## config.mk

```make
export PLATFORM = sky130hd
export DESIGN_NAME = bfa_map_mem
export DESIGN_NICKNAME = d
export VERILOG_FILES = /design/src/hw/rtl/bfa_pkg.sv /design/src/hw/rtl/bfa_map_mem.sv
export SDC_FILE = /design/constraint.sdc
export NUM_CORES = 2
export LEC_CHECK = 0
export BUFFER_PORTS_ARGS = -buffer_cell sky130_fd_sc_hd__buf_2
export CAP_MARGIN = 40
export CELL_PAD_IN_SITES_DETAIL_PLACEMENT = 0
export CELL_PAD_IN_SITES_GLOBAL_PLACEMENT = 1
export CORE_MARGIN = 5
export CORE_UTILIZATION = 57
export CTS_BUF_LIST = sky130_fd_sc_hd__clkbuf_16
export DETAILED_ROUTE_END_ITERATION = 8
export GPL_TIMING_DRIVEN = 0
export PLACE_DENSITY_LB_ADDON = 0.3
export SYNTH_ARGS = -nofsm -noshare
export SYNTH_HDL_FRONTEND = slang
export SYNTH_SLANG_ARGS = --single-unit
export TNS_END_PERCENT = 30
```

## constraint.sdc

```tcl
create_clock -name clk -period 3.8 [get_ports clk]
set_clock_uncertainty 0.1 [all_clocks]
set_input_delay 0.19 -clock clk [delete_from_list [all_inputs] [get_ports clk]]
set_output_delay 0.19 -clock clk [all_outputs]
set_load 0.05 [all_outputs]
```

## src/hw/rtl/bfa_pkg.sv

```systemverilog
package bfa_pkg;

	localparam int WORD_BITS = 32;
	localparam int CNT_W     = 13;
	localparam int FRAME_W   = 12;
	localparam int MODE_W    = 3;
	localparam int STAT_W    = 2;
	localparam int TOTAL_W   = 13;

	localparam logic [TOTAL_W-1:0]   TOTAL_RESET = 13'd4096;
	localparam logic [CNT_W-1:0]     USED_RESET  = 13'd4096;
	localparam logic [WORD_BITS-1:0] FULL_WORD   = 32'hffffffff;

	// request modes
	localparam logic [MODE_W-1:0] MODE_INIT    = 3'd0;
	localparam logic [MODE_W-1:0] MODE_ALLOC   = 3'd1;
	localparam logic [MODE_W-1:0] MODE_FREE    = 3'd2;
	localparam logic [MODE_W-1:0] MODE_AVAIL   = 3'd3;
	localparam logic [MODE_W-1:0] MODE_RESERVE = 3'd4;

	// result status codes
	localparam logic [STAT_W-1:0] ST_OK  = 2'd0;
	localparam logic [STAT_W-1:0] ST_OOM = 2'd1;
	localparam logic [STAT_W-1:0] ST_BAD = 2'd2;

	// saturating subtract, floor at zero
	function automatic logic [CNT_W-1:0] sat_sub(input logic [CNT_W-1:0] a,
		input logic [CNT_W-1:0] b);
		return (a > b) ? a - b : '0;
	endfunction

	// saturating add, capped at lim
	function automatic logic [CNT_W-1:0] sat_add(input logic [CNT_W-1:0] a,
		input logic [CNT_W-1:0] b, input logic [CNT_W-1:0] lim);
		logic [CNT_W:0] s;
		s = {1'b0, a} + {1'b0, b};
		return (s > {1'b0, lim}) ? lim : s[CNT_W-1:0];
	endfunction

endpackage

```

## src/hw/rtl/bfa_map_mem.sv

```systemverilog
module bfa_map_mem import bfa_pkg::*; #(
	parameter int DEPTH = 128,
	parameter int AW    = 7
) (
	input  logic                 clk,
	input  logic                 we,
	input  logic [AW-1:0]        waddr,
	input  logic [WORD_BITS-1:0] wdata,
	input  logic [AW-1:0]        raddr,
	output logic [WORD_BITS-1:0] rdata
);

	logic [WORD_BITS-1:0] mem [DEPTH];
	logic [WORD_BITS-1:0] rdata_q;

	// write port
	always_ff @(posedge clk) begin
		if (we) begin
			mem[waddr] <= wdata;
		end
	end

	// registered read port
	always_ff @(posedge clk) begin
		rdata_q <= mem[raddr];
	end

	assign rdata = rdata_q;

endmodule

```

-- Yosys cells after proc, flatten, opt, wreduce, memory -nomap -nowiden
Memories as Yosys holds them, arrays and structs flattened. A register that Yosys moved wholly into a read port is not among the register bits.
Cells that the tools add are included.
- flip-flop bits (word level): 0
- RAM bits: 4096
- bits of input ports: 48
- word-level logic and storage cells: 3
- memories: 1
- memories (memory ; depth ; width ; rd ports ; clocked after Yosys merged registers in ; wr ports ; RTL line ; text):
    mem ; 128 ; 32 ; 1 ; 1 ; 1 ; bfa_map_mem.sv:13 ; logic [WORD_BITS-1:0] mem [DEPTH];
- mux-type cells: 2
- operators by type and width (kind ; count):
    1-bit 2-to-1 mux ; 2

-- Depth between registers and ports, before layout
- word-level depth: 2
- depth in mapped cells: 8

-- Worst setup path before layout
No wires, ideal clock.
- kind: input port to flip-flop
- start point: input we
- end point: memory mem[98][0], enable pin
- library setup time: 461 ps
- arrival time: 2968 ps
- data required time: 3239 ps
- slack: 271 ps
- stages: 3
- path buffers: 1
- cell sequence: clkbuf_1 > nand4_1 > nor3_1
- longest elaborated chain between the ends: 2
- RTL lines (item ; RTL line ; text):
    from (decl) ; bfa_map_mem.sv:6 ; input logic we,
    1-bit 2-to-1 mux ; bfa_map_mem.sv:18 ; if (we) begin
    1-bit 2-to-1 mux (not written as such) ; bfa_map_mem.sv:19 ; mem[waddr] <= wdata;
    to (decl) ; bfa_map_mem.sv:13 ;
Every way passes these cells.

==> impl_metrics.json <==
{
  "clk_pin_slew_worst_paths_ps": 60,
  "finalHoldViolations": 0,
  "cts_sinks": 4128,
  "end_kind": "flop",
  "start_kind": "input pin",
  "clk_path_buf_depth": 4,
  "place_inst": 9930,
  "critPathBufInv": 4,
  "wl_per_cell_um": 37.4,
  "cap_violations": 0,
  "final_cell_mix": "edfxtp_1, mux4_2, clkbuf_16",
  "num_rows": 192,
  "io_pins": 80,
  "syn_inst": 5990,
  "port_buffers": 68,
  "ys_ff_latch": 4128,
  "r2r_slack_ps": 940,
  "hpwlAfterDp_um": 273000,
  "netlist_top_cells_area": "edfxtp_1, mux4_2, clkbuf_1, dfxtp_1, nor2_1",
  "reg2reg_depth": 4,
  "synth-async-reset-ratio_pct": 0,
  "hp-start": "we",
  "synth.avg_cell_area_um2": 26.1,
  "hold_class": "in -> reg",
  "clockRootBuffer": "clkbuf_16",
  "cp_slowest_cell": "mux4_2",
  "floorplan.initialDensity_pct": 57.2,
  "synth-main-ff-cell": "edfxtp_1",
  "grt-ovfl-total": 0,
  "grt_antenna_before_repair": 73,
  "fin_ws_ps": -49.4,
  "fin_nets": 6827,
  "dpl-instance-area_mm2": 0.168,
  "setup_violations": 4,
  "hold-path-cell-count": 4,
  "cp_max_fo": 10,
  "r2r-start": "mem[116][18]",
  "fillCellCount": 16505,
  "critical-path-top-delay-family": "multiplexers",
  "finalPower_mw": 94.4,
  "hold_end": "mem[119][29]",
  "gp_congestion": 0.901,
  "drtIter0Drc": 10974,
  "final_common_cell": "edfxtp_1",
  "area_growth_pct": 15.8,
  "netlist.top_cell.by_area": "edfxtp_1",
  "max_slew_margin_pct": 34.2,
  "drcViolationCount": 0,
  "finalNonFillerCells": 10783,
  "postCtsSetupBuffers": 0,
  "tightest_slew_ps": 984,
  "die_area_mm2": 0.285,
  "yosysWarnings": 0,
  "grt_pass1_vias": 73020,
  "violations": "setup timing",
  "coreArea_mm2": 0.273,
  "fin_crit_ps": 3850,
  "grt_pass1_wl_um": 564000,
  "power_leakage_nw": 56.1,
  "synth-edff-count": 4096,
  "cpPeakStageDelay_ps": 750,
  "wl_um": 403000,
  "r2r-end": "rdata[18]",
  "synth_seq_area_share_pct": 79.1,
  "cts_tree": "yes",
  "arrival_ps": 4520,
  "finalCritPeriodShare_pct": 101,
  "path_cells": "clkbuf_1 > buf_2 > clkbuf_2 > clkbuf_1 > mux4_2 > mux4_2 > mux4_2 > mux2_2",
  "required_ps": 4470,
  "ir_drop_uv": 404,
  "vias": 72421,
  "final_area_mm2": 0.181,
  "die_w_um": 534,
  "synthesis.area_mm2": 0.156,
  "critPathMostFrequentCell": "mux4_2",
  "grt_max_degree": 101,
  "clk-insertion-delay-late_ps": 930,
  "numCtsBuffers": 393,
  "p_per_area_mw_per_mm2": 522,
  "tns_ps": -96.8,
  "drtPass1Iterations": 6,
  "grt_use_total_pct": 28.4,
  "drive_gt1_share_pct": 35.6,
  "synth_cell_type_count": 17,
  "synth_top_area_share_pct": 78.7,
  "slew_violations": 0,
  "post-route-util_pct": 66.2,
  "synthesis.nets": 6038,
  "whs_ps": 91.4,
  "htree_num_levels": 5,
  "status": "finished, violations left",
  "max_freq_mhz": 260,
  "place_ws_ps": -1020,
  "final_antenna_net_count": 0,
  "via_per_inst": 6.72,
  "fp.dieH_um": 534,
  "worstSetupPathType": "in -> reg"
}
## registers in the layout (all words and copies together) (netlist names)
name,flops
rdata,32
mem,4096
## layout make-up
| type | count | area, µm² | share of cell area (%) |
|---|---|---|---|
| flip-flops and latches | 4128 | 124000 | 68.3 |
| diodes | 95 | 238 | 0.131 |
| clock inverters | 309 | 2430 | 1.35 |
| well taps | 3589 | 4490 | 2.48 |
| clock buffers | 406 | 10200 | 5.62 |
| plain buffers | 316 | 1350 | 0.744 |
| multi-input cells | 1546 | 32300 | 17.8 |
| repair buffers | 394 | 6330 | 3.50 |
## synthesized netlist by cell type (3+ instances only)
library cell,number
nor2_1,122
mux2_2,32
clkbuf_1,182
buf_1,50
nand3_1,12
nor3_1,9
buf_2,79
nand2_1,14
buf_4,3
mux4_2,1344
dfxtp_1,32
nor2b_1,7
edfxtp_1,4096
nand4_1,3
## metal layers
metal  vias up  track usage (%)  part of all wire, %
met2      4467             44.3                   48
met5         -                0                 0.10
met4         8             10.5                  3.9
met1     39186             39.5                   36
met3       637             7.59                   12
li1      28123                -                    -
## worst reg2reg max path: stages (launching register included)
cell and delay [ps]:
edfxtp_1 370, mux4_2 490, mux4_2 620, mux4_2 740, mux2_2 420
## repair_timing
| action | CTS | global route |
|---|---|---|
| resized for setup | 1 | 0 |
| setup endpoints to repair | 9 | 0 |
| hold buffers | 40 | 0 |
| hold endpoints to repair | 2511 | 0 |
## cells by family (layout without fill, tap and decap cells)
logic type / after synthesis / count (layout) / synth area share [%]
flip-flops: 4128 / 4128 / 79.1
multiplexers: 1376 / 1376 / 19.6
buffers and inverters: 316 / 1425 / 0.839
AND/OR/NAND/NOR: 170 / 170 / 0.446
other: 0 / 95 / 0
## where the power goes
| group | total, mW | switching, mW | internal (mW) | leakage [nW] |
|---|---|---|---|---|
| combinational | 5.60 | 3.53 | 2.06 | 12.5 |
| sequential | 50.3 | 0.0575 | 50.3 | 37.1 |
| clock | 38.5 | 16.6 | 21.9 | 6.49 |
| total | 94.4 | 20.2 | 74.3 | 56.1 |
## worst max-delay path by stage
stage          startpoint           to  slack (ps)  cells after the start
6_report         raddr[2]    rdata[16]         -50                      8
5_1_grt          raddr[2]    rdata[16]         -20                      8
4_1_cts          raddr[2]    rdata[13]          20                      8
3_5_place_dp     raddr[2]    rdata[13]       -1020                      8
3_3_place_gp     waddr[3]  mem[98][17]       -3210                      4
2_1_floorplan          we   mem[98][0]         270                      3
No activity file was read; power rests on OpenSTA's default activity.
