$ cat src/hw/rtl/bfa_pkg.sv
package bfa_pkg;

	localparam int WORD_BITS = 32;
	localparam int CNT_W     = 13;
	localparam int FRAME_W   = 12;
	localparam int MODE_W    = 3;
	localparam int STAT_W    = 2;
	localparam int TOTAL_W   = 13;

	localparam logic [TOTAL_W-1:0]   TOTAL_RESET = 13'd4096;
	localparam logic [CNT_W-1:0]     USED_RESET  = 13'd4096;
	localparam logic [WORD_BITS-1:0] FULL_WORD   = 32'hffffffff;

	// request modes
	localparam logic [MODE_W-1:0] MODE_INIT    = 3'd0;
	localparam logic [MODE_W-1:0] MODE_ALLOC   = 3'd1;
	localparam logic [MODE_W-1:0] MODE_FREE    = 3'd2;
	localparam logic [MODE_W-1:0] MODE_AVAIL   = 3'd3;
	localparam logic [MODE_W-1:0] MODE_RESERVE = 3'd4;

	// result status codes
	localparam logic [STAT_W-1:0] ST_OK  = 2'd0;
	localparam logic [STAT_W-1:0] ST_OOM = 2'd1;
	localparam logic [STAT_W-1:0] ST_BAD = 2'd2;

	// saturating subtract, floor at zero
	function automatic logic [CNT_W-1:0] sat_sub(input logic [CNT_W-1:0] a,
		input logic [CNT_W-1:0] b);
		return (a > b) ? a - b : '0;
	endfunction

	// saturating add, capped at lim
	function automatic logic [CNT_W-1:0] sat_add(input logic [CNT_W-1:0] a,
		input logic [CNT_W-1:0] b, input logic [CNT_W-1:0] lim);
		logic [CNT_W:0] s;
		s = {1'b0, a} + {1'b0, b};
		return (s > {1'b0, lim}) ? lim : s[CNT_W-1:0];
	endfunction

endpackage

$ cat src/hw/rtl/bfa_word_search.sv
module bfa_word_search import bfa_pkg::*; (
	input  logic [WORD_BITS-1:0] word,
	input  logic                 is_last,
	input  logic [4:0]           lim,
	input  logic [CNT_W-1:0]     cnt,
	input  logic [CNT_W-1:0]     run_in,
	output logic                 hit,
	output logic [4:0]           pos,
	output logic [CNT_W-1:0]     run_out
);

	logic [WORD_BITS-1:0] vmask;
	logic [WORD_BITS-1:0] f;
	logic [WORD_BITS-1:0] f1, f2, f3, f4, f5;
	logic [WORD_BITS-1:0] win;
	logic [WORD_BITS-1:0] cont;
	logic [WORD_BITS-1:0] hitv;
	logic [4:0]           hi_used;

	// free bits, frames past the managed total count as used
	always_comb begin
		vmask = is_last ? (FULL_WORD >> (5'd31 - lim)) : FULL_WORD;
		f     = ~word & vmask;
		f1    = f & (f << 1);
		f2    = f1 & (f1 << 2);
		f3    = f2 & (f2 << 4);
		f4    = f3 & (f3 << 8);
		f5    = f4 & (f4 << 16);
	end

	// runs wholly inside this word: two overlapping power-of-two windows
	always_comb begin
		if (cnt == 13'd32) begin
			win = f5;
		end else if (cnt[12:5] != '0) begin
			win = '0;
		end else if (cnt[4]) begin
			win = f4 & (f4 << cnt[3:0]);
		end else if (cnt[3]) begin
			win = f3 & (f3 << cnt[2:0]);
		end else if (cnt[2]) begin
			win = f2 & (f2 << cnt[1:0]);
		end else if (cnt[1]) begin
			win = f1 & (f1 << cnt[0]);
		end else if (cnt[0]) begin
			win = f;
		end else begin
			win = '0;
		end
	end

	// runs continuing from earlier words
	always_comb begin
		for (int p = 0; p < WORD_BITS; p++) begin
			cont[p] = (&(f | ~(FULL_WORD >> (31 - p))))
				&& (({1'b0, run_in} + 14'(p) + 14'd1) >= {1'b0, cnt});
		end
	end

	// lowest hit position
	always_comb begin
		hitv = win | cont;
		hit  = |hitv;
		pos  = '0;
		for (int p = WORD_BITS - 1; p >= 0; p--) begin
			if (hitv[p]) begin
				pos = 5'(p);
			end
		end
	end

	// free run left at the top of the word
	always_comb begin
		hi_used = '0;
		for (int p = 0; p < WORD_BITS; p++) begin
			if (!f[p]) begin
				hi_used = 5'(p);
			end
		end
		if (&f) begin
			run_out = run_in + 13'd32;
		end else begin
			run_out = {8'd0, 5'd31 - hi_used};
		end
	end

endmodule

$ cat config.mk
export PLATFORM = sky130hd
export DESIGN_NAME = bfa_word_search
export DESIGN_NICKNAME = d
export VERILOG_FILES = /design/src/hw/rtl/bfa_pkg.sv /design/src/hw/rtl/bfa_word_search.sv
export SDC_FILE = /design/constraint.sdc
export NUM_CORES = 1
export LEC_CHECK = 0
export BUFFER_PORTS_ARGS = -buffer_cell sky130_fd_sc_hd__clkbuf_2
export CORE_UTILIZATION = 40
export DETAILED_ROUTE_END_ITERATION = 12
export GPL_TIMING_DRIVEN = 0
export MAX_ROUTING_LAYER = met4
export SKIP_LAST_GASP = 1
export SLEW_MARGIN = 25
export SYNTH_ARGS = -nofsm -noshare
export SYNTH_HDL_FRONTEND = slang
export SYNTH_SLANG_ARGS = --single-unit
$ cat constraint.sdc
create_clock -name vclk -period 4.9
set_input_delay 0.245 -clock vclk [all_inputs]
set_output_delay 0.245 -clock vclk [all_outputs]
set_load 0.05 [all_outputs]
======== Yosys cells after proc, flatten, opt, wreduce, memory -nomap -nowiden ========
Index checks and enable logic that the tools add are counted.
cells by class
  shift-type cells ........................ 5
  bitwise logic cells ..................... 12
  eq/ne operators ......................... 1
  multiplexer cells ....................... 72
  add/sub/neg operators ................... 65
  reductions and logical operators ........ 65
  $lt $le $gt $ge ......................... 32
operators with widths
  cell                                                                   number
  14-bit by 13-bit greater-or-equal comparator with 1-bit output         32
  14-bit by 1-bit adder with 14-bit output (second input constant)       31
  32-bit AND                                                             10
  5-bit two-way mux                                                      62
  32-bit two-way mux                                                     8
  13-bit by 5-bit adder with 14-bit output (second input constant)       16
  13-bit by 4-bit adder with 14-bit output (second input constant)       8
  13-bit by 3-bit adder with 14-bit output (second input constant)       4
  1-bit logical AND                                                      32
  32-bit inverter                                                        1
  32-bit bitwise OR                                                      1
  32-bit AND reduction                                                   1
  32-bit OR reduction                                                    1
  32-bit by 1-bit left shift with 32-bit output                          1
  32-bit by 2-bit left shift with 32-bit output                          1
  32-bit by 3-bit left shift with 32-bit output                          1
  32-bit by 4-bit left shift with 32-bit output                          1
  32-bit by 5-bit right shift with 32-bit output (first input constant)  1
  31-bit AND reduction                                                   1
  30-bit AND reduction                                                   1
  29-bit AND reduction                                                   1
  13-bit by 2-bit adder with 14-bit output (second input constant)       2
  28-bit AND reduction                                                   1
  27-bit AND reduction                                                   1
  other kinds (32)                                                       33
word-level totals
  word-level logic and storage cells ...... 252
  register bits after elaboration ......... 0

======== Logic depth before layout (Yosys ltp) ========
  depth after elaboration ................. 46
  depth in mapped cells ................... 21
  mapped depth without buffers ............ 20

======== Worst setup path before layout ========
Ideal clock, no wire load.
  kind .................................... input to output
  start point ............................. input port run_in[4]
  end point ............................... output port pos[3]
  slack ................................... -464 ps
  arrival time ............................ 5119 ps
  path buffers ............................ 2
  stages .................................. 20
  required time ........................... 4655 ps
  cells stage by stage .................... clkbuf_1 inv_1 clkbuf_1 ha_1 nor2b_1 a21oi_1 nor3_1 xor2_1 ha_1 nand3_1 nor2_1 a221oi_1 o21ai_0 a211oi_1 nor4_1 o311a_1 nand3b_1 nor4_1 o31ai_1 a211oi_1
between the ends
  cells in the longest elaborated chain, start to end .. 37
  elaborated cells between the ends (all ways) .. 159
  classes of those cells .................. 62 x add/sub; 32 x order compare; 32 x mux; 1 x bitwise; 32 x reduce/logical
RTL lines
  what                                                            line                   RTL
  start, declared                                                 bfa_word_search.sv:6   input logic [CNT_W-1:0] run_in,
  13-bit by 5-bit adder with 14-bit output                        bfa_word_search.sv:56  && (({1'b0, run_in} + 14'(p) + 14'd1) >= {1'b0, cnt});
  14-bit by 1-bit adder with 14-bit output                        bfa_word_search.sv:56
  14-bit by 13-bit greater-or-equal comparator with 1-bit output  bfa_word_search.sv:56
  1-bit logical AND                                               bfa_word_search.sv:56
  32-bit bitwise OR *                                             bfa_word_search.sv:62  hitv = win | cont;
  5-bit two-way mux (31 in a row)                                 bfa_word_search.sv:66  if (hitv[p]) begin
  5-bit two-way mux *                                             bfa_word_search.sv:66
  end, declared                                                   bfa_word_search.sv:8   output logic [4:0] pos,
Mark *: on every way between the ends. The rest lies on a longest branch, timed or not.

======== Final worst setup path ========
  start point ............................. input port cnt[0]
  end point ............................... output port hit
between the ends
  cells in the longest elaborated chain, start to end .. 10
  elaborated cells between the ends (all ways) .. 82
  classes of those cells .................. 32 x order compare; 1 x eq/ne; 4 x shift; 7 x mux; 5 x bitwise; 33 x reduce/logical
RTL lines
  what                                           line                   RTL
  start, declared                                bfa_word_search.sv:5   input logic [CNT_W-1:0] cnt,
  32-bit by 1-bit left shift with 32-bit output  bfa_word_search.sv:44  win = f1 & (f1 << cnt[0]);
  32-bit AND                                     bfa_word_search.sv:44
  32-bit two-way mux                             bfa_word_search.sv:43  end else if (cnt[1]) begin
  32-bit two-way mux                             bfa_word_search.sv:41  end else if (cnt[2]) begin
  32-bit two-way mux                             bfa_word_search.sv:39  end else if (cnt[3]) begin
  32-bit two-way mux                             bfa_word_search.sv:37  end else if (cnt[4]) begin
  32-bit two-way mux                             bfa_word_search.sv:35  end else if (cnt[12:5] != '0) begin
  32-bit two-way mux                             bfa_word_search.sv:33  if (cnt == 13'd32) begin
  32-bit bitwise OR *                            bfa_word_search.sv:62
  32-bit OR reduction *                          bfa_word_search.sv:63  hit = |hitv;
  end, declared                                  bfa_word_search.sv:7   output logic hit,
Marks and branches as above.

==> impl_metrics.toml <==
[flow_run]
maxCapViolCount = 0

[routing]
ant_nets = 0
vias = 25246
drt-initial-drc-count = 3275
drc = 0
drt_first_pass_iters = 7
wl_um = 123000
wl_per_cell_um = 36.0
avgViaCountPerCell = 7.37

[floorplan]
fp.dieH_um = 217
dieWidth_um = 217
dieArea_um2 = 47300
core_area_um2 = 45600
io_pins = 83
row_count = 78
start_util_pct = 40.7

[layout]
area_growth_pct = 22.7
multi_input_area_um2 = 19200
seq_cells = 0
final_nets = 3225
layout-drive-gt1-share_pct = 21.3
nClkBuffers = 0
fillerInstances = 4533
register_area_um2 = 0

[timing]
hold_viol_final = 0
setup_ws_ns = -0.328
rsz0062_at_grt = "true"
drv_slew = 0
finalCriticalPeriod_ns = 5.23
period_share_pct = 107
slew_headroom_pct = 15.6
tightest_slew_ns = 1.26
fmax_mhz = 191
setup_viol = 6

[global_route]
grt_max_degree = 28
grt_antenna_before_repair = 6
grt_pass1_vias = 24256
grt_pass1_wl_um = 173000
grt-ovfl-total = 0
track_usage_pct = 52.0

[placed_design]
portBuffers = 75
place_congestion = 1.11
dp_slack_ns = -2.35
hpwl_um = 94700

[yosys]
synth_seq_area_share_pct = 0
synth_common_cells = "342 x ha_1, 242 x nand2_1, 241 x nor2_1, 187 x a21oi_1, 167 x xnor2_1"
yosysMostFrequentCell = "ha_1"
syn_inst = 2650
synth_area_leader_cell = "ha_1"
synth_area_leaders = "ha_1 23%, xnor2_1 7.9%, xor2_1 5.2%, a21oi_1 5.0%, nand2_1 4.9%"
synth.yosys.warnings = 0
synthesis.nets = 3056
synth_top_area_share_pct = 23.1
syn_area_um2 = 18600
synth_area_per_cell_um2 = 7.00
yosys.cell_types.count = 113

[critical_path]
cp_max_fo = 10
crit_start = "cnt[0]"
cp.arrival_ns = 4.98
start_kind = "input pin"
worstPathRequired_ns = 4.66
crit_path_end_kind = "primary output"
path_class = "input pin to primary output"

[cts]
hold_buffers = 0

[run_status]
violations = "negative setup slack"
outcome = "complete, but fails checks"

[worst_hold_path]
hp-start = "word[30]"
hold_class = "input pin to primary output"
## logic make-up after synthesis
logic type	after synthesis	share of synthesized area, %
AND/OR/NAND/NOR	945	26.0
buffers and inverters	226	5.19
XOR/XNOR	278	13.1
AO/OA/AOI/OAI	846	31.8
adder cells (fa/ha/maj)	342	23.1
multiplexers	13	0.856
## what timing repair did
| item | CTS | global route |
|---|---|---|
| resized for setup | 354 | 162 |
| setup buffers | 61 | 29 |
| setup endpoints to repair | 6 | 6 |
| pin swaps | 44 | 68 |
## worst max-delay path: stages
cell and delay [ns]:
buf_2 0.36, clkbuf_4 0.35, buf_2 0.37, nand2_2 0.35
inv_1 0.47, a221oi_4 0.25, o2111ai_1 0.22, nand3_1 0.29
o2111ai_1 0.22, nand4_1 0.23, nor4_4 0.56, nand4_1 0.32
or4_4 0.56, buf_8 0.17
## metrics by stage
step           cell area, um^2  hold WS, ns    TNS, ns  utilization (%)  instances
3_5_place_dp             20000        0.954     -11.00             43.8       3339
5_1_grt                  22800         1.00     -0.603             50.0       3423
3_3_place_gp             19700        0.933     -15.37             43.2       3325
4_1_cts                  21900        0.981     -0.157             48.0       3390
6_report                 22800        0.976      -1.04             50.0       3425
2_1_floorplan            18600        0.816  -0.000802                -       2650
## placed cells by master (no fill, tap or decap), types with 31 or more instances in the layout
| master | instances |
|---|---|
| ha_1 | 321 |
| nand2_1 | 233 |
| nor2_1 | 228 |
| xnor2_1 | 159 |
| a21oi_1 | 154 |
| o21ai_0 | 134 |
| xor2_1 | 109 |
| buf_4 | 100 |
| clkbuf_2 | 91 |
| nand3_1 | 74 |
| a21o_1 | 62 |
| nor3_1 | 60 |
| nand4_1 | 56 |
| inv_1 | 52 |
| a211oi_1 | 48 |
| nand2b_1 | 40 |
| o211ai_1 | 38 |
| a31oi_1 | 32 |
| clkbuf_1 | 31 |
| o2111ai_1 | 31 |
## worst paths after layout
kind  cells after the start         end  slack [ns]
max                      14         hit       -0.33
min                       3  run_out[1]        0.98
## metal layers
layer	wire length, um	GRT usage, %	vias to the layer above
met5	0	-	-
met4	15300	51.1	0
met3	13700	13.7	854
met2	52200	77.9	2092
met1	42200	54.8	11893
li1	-	-	10407
## cell type report
| cell class | instances | share of cell area [%] |
|---|---|---|
| well taps | 600 | 3.30 |
| repair buffers | 177 | 6.36 |
| diodes | 8 | 0.0879 |
| inverters | 72 | 1.35 |
| multi-input cells | 2424 | 84.2 |
| plain buffers | 144 | 4.66 |
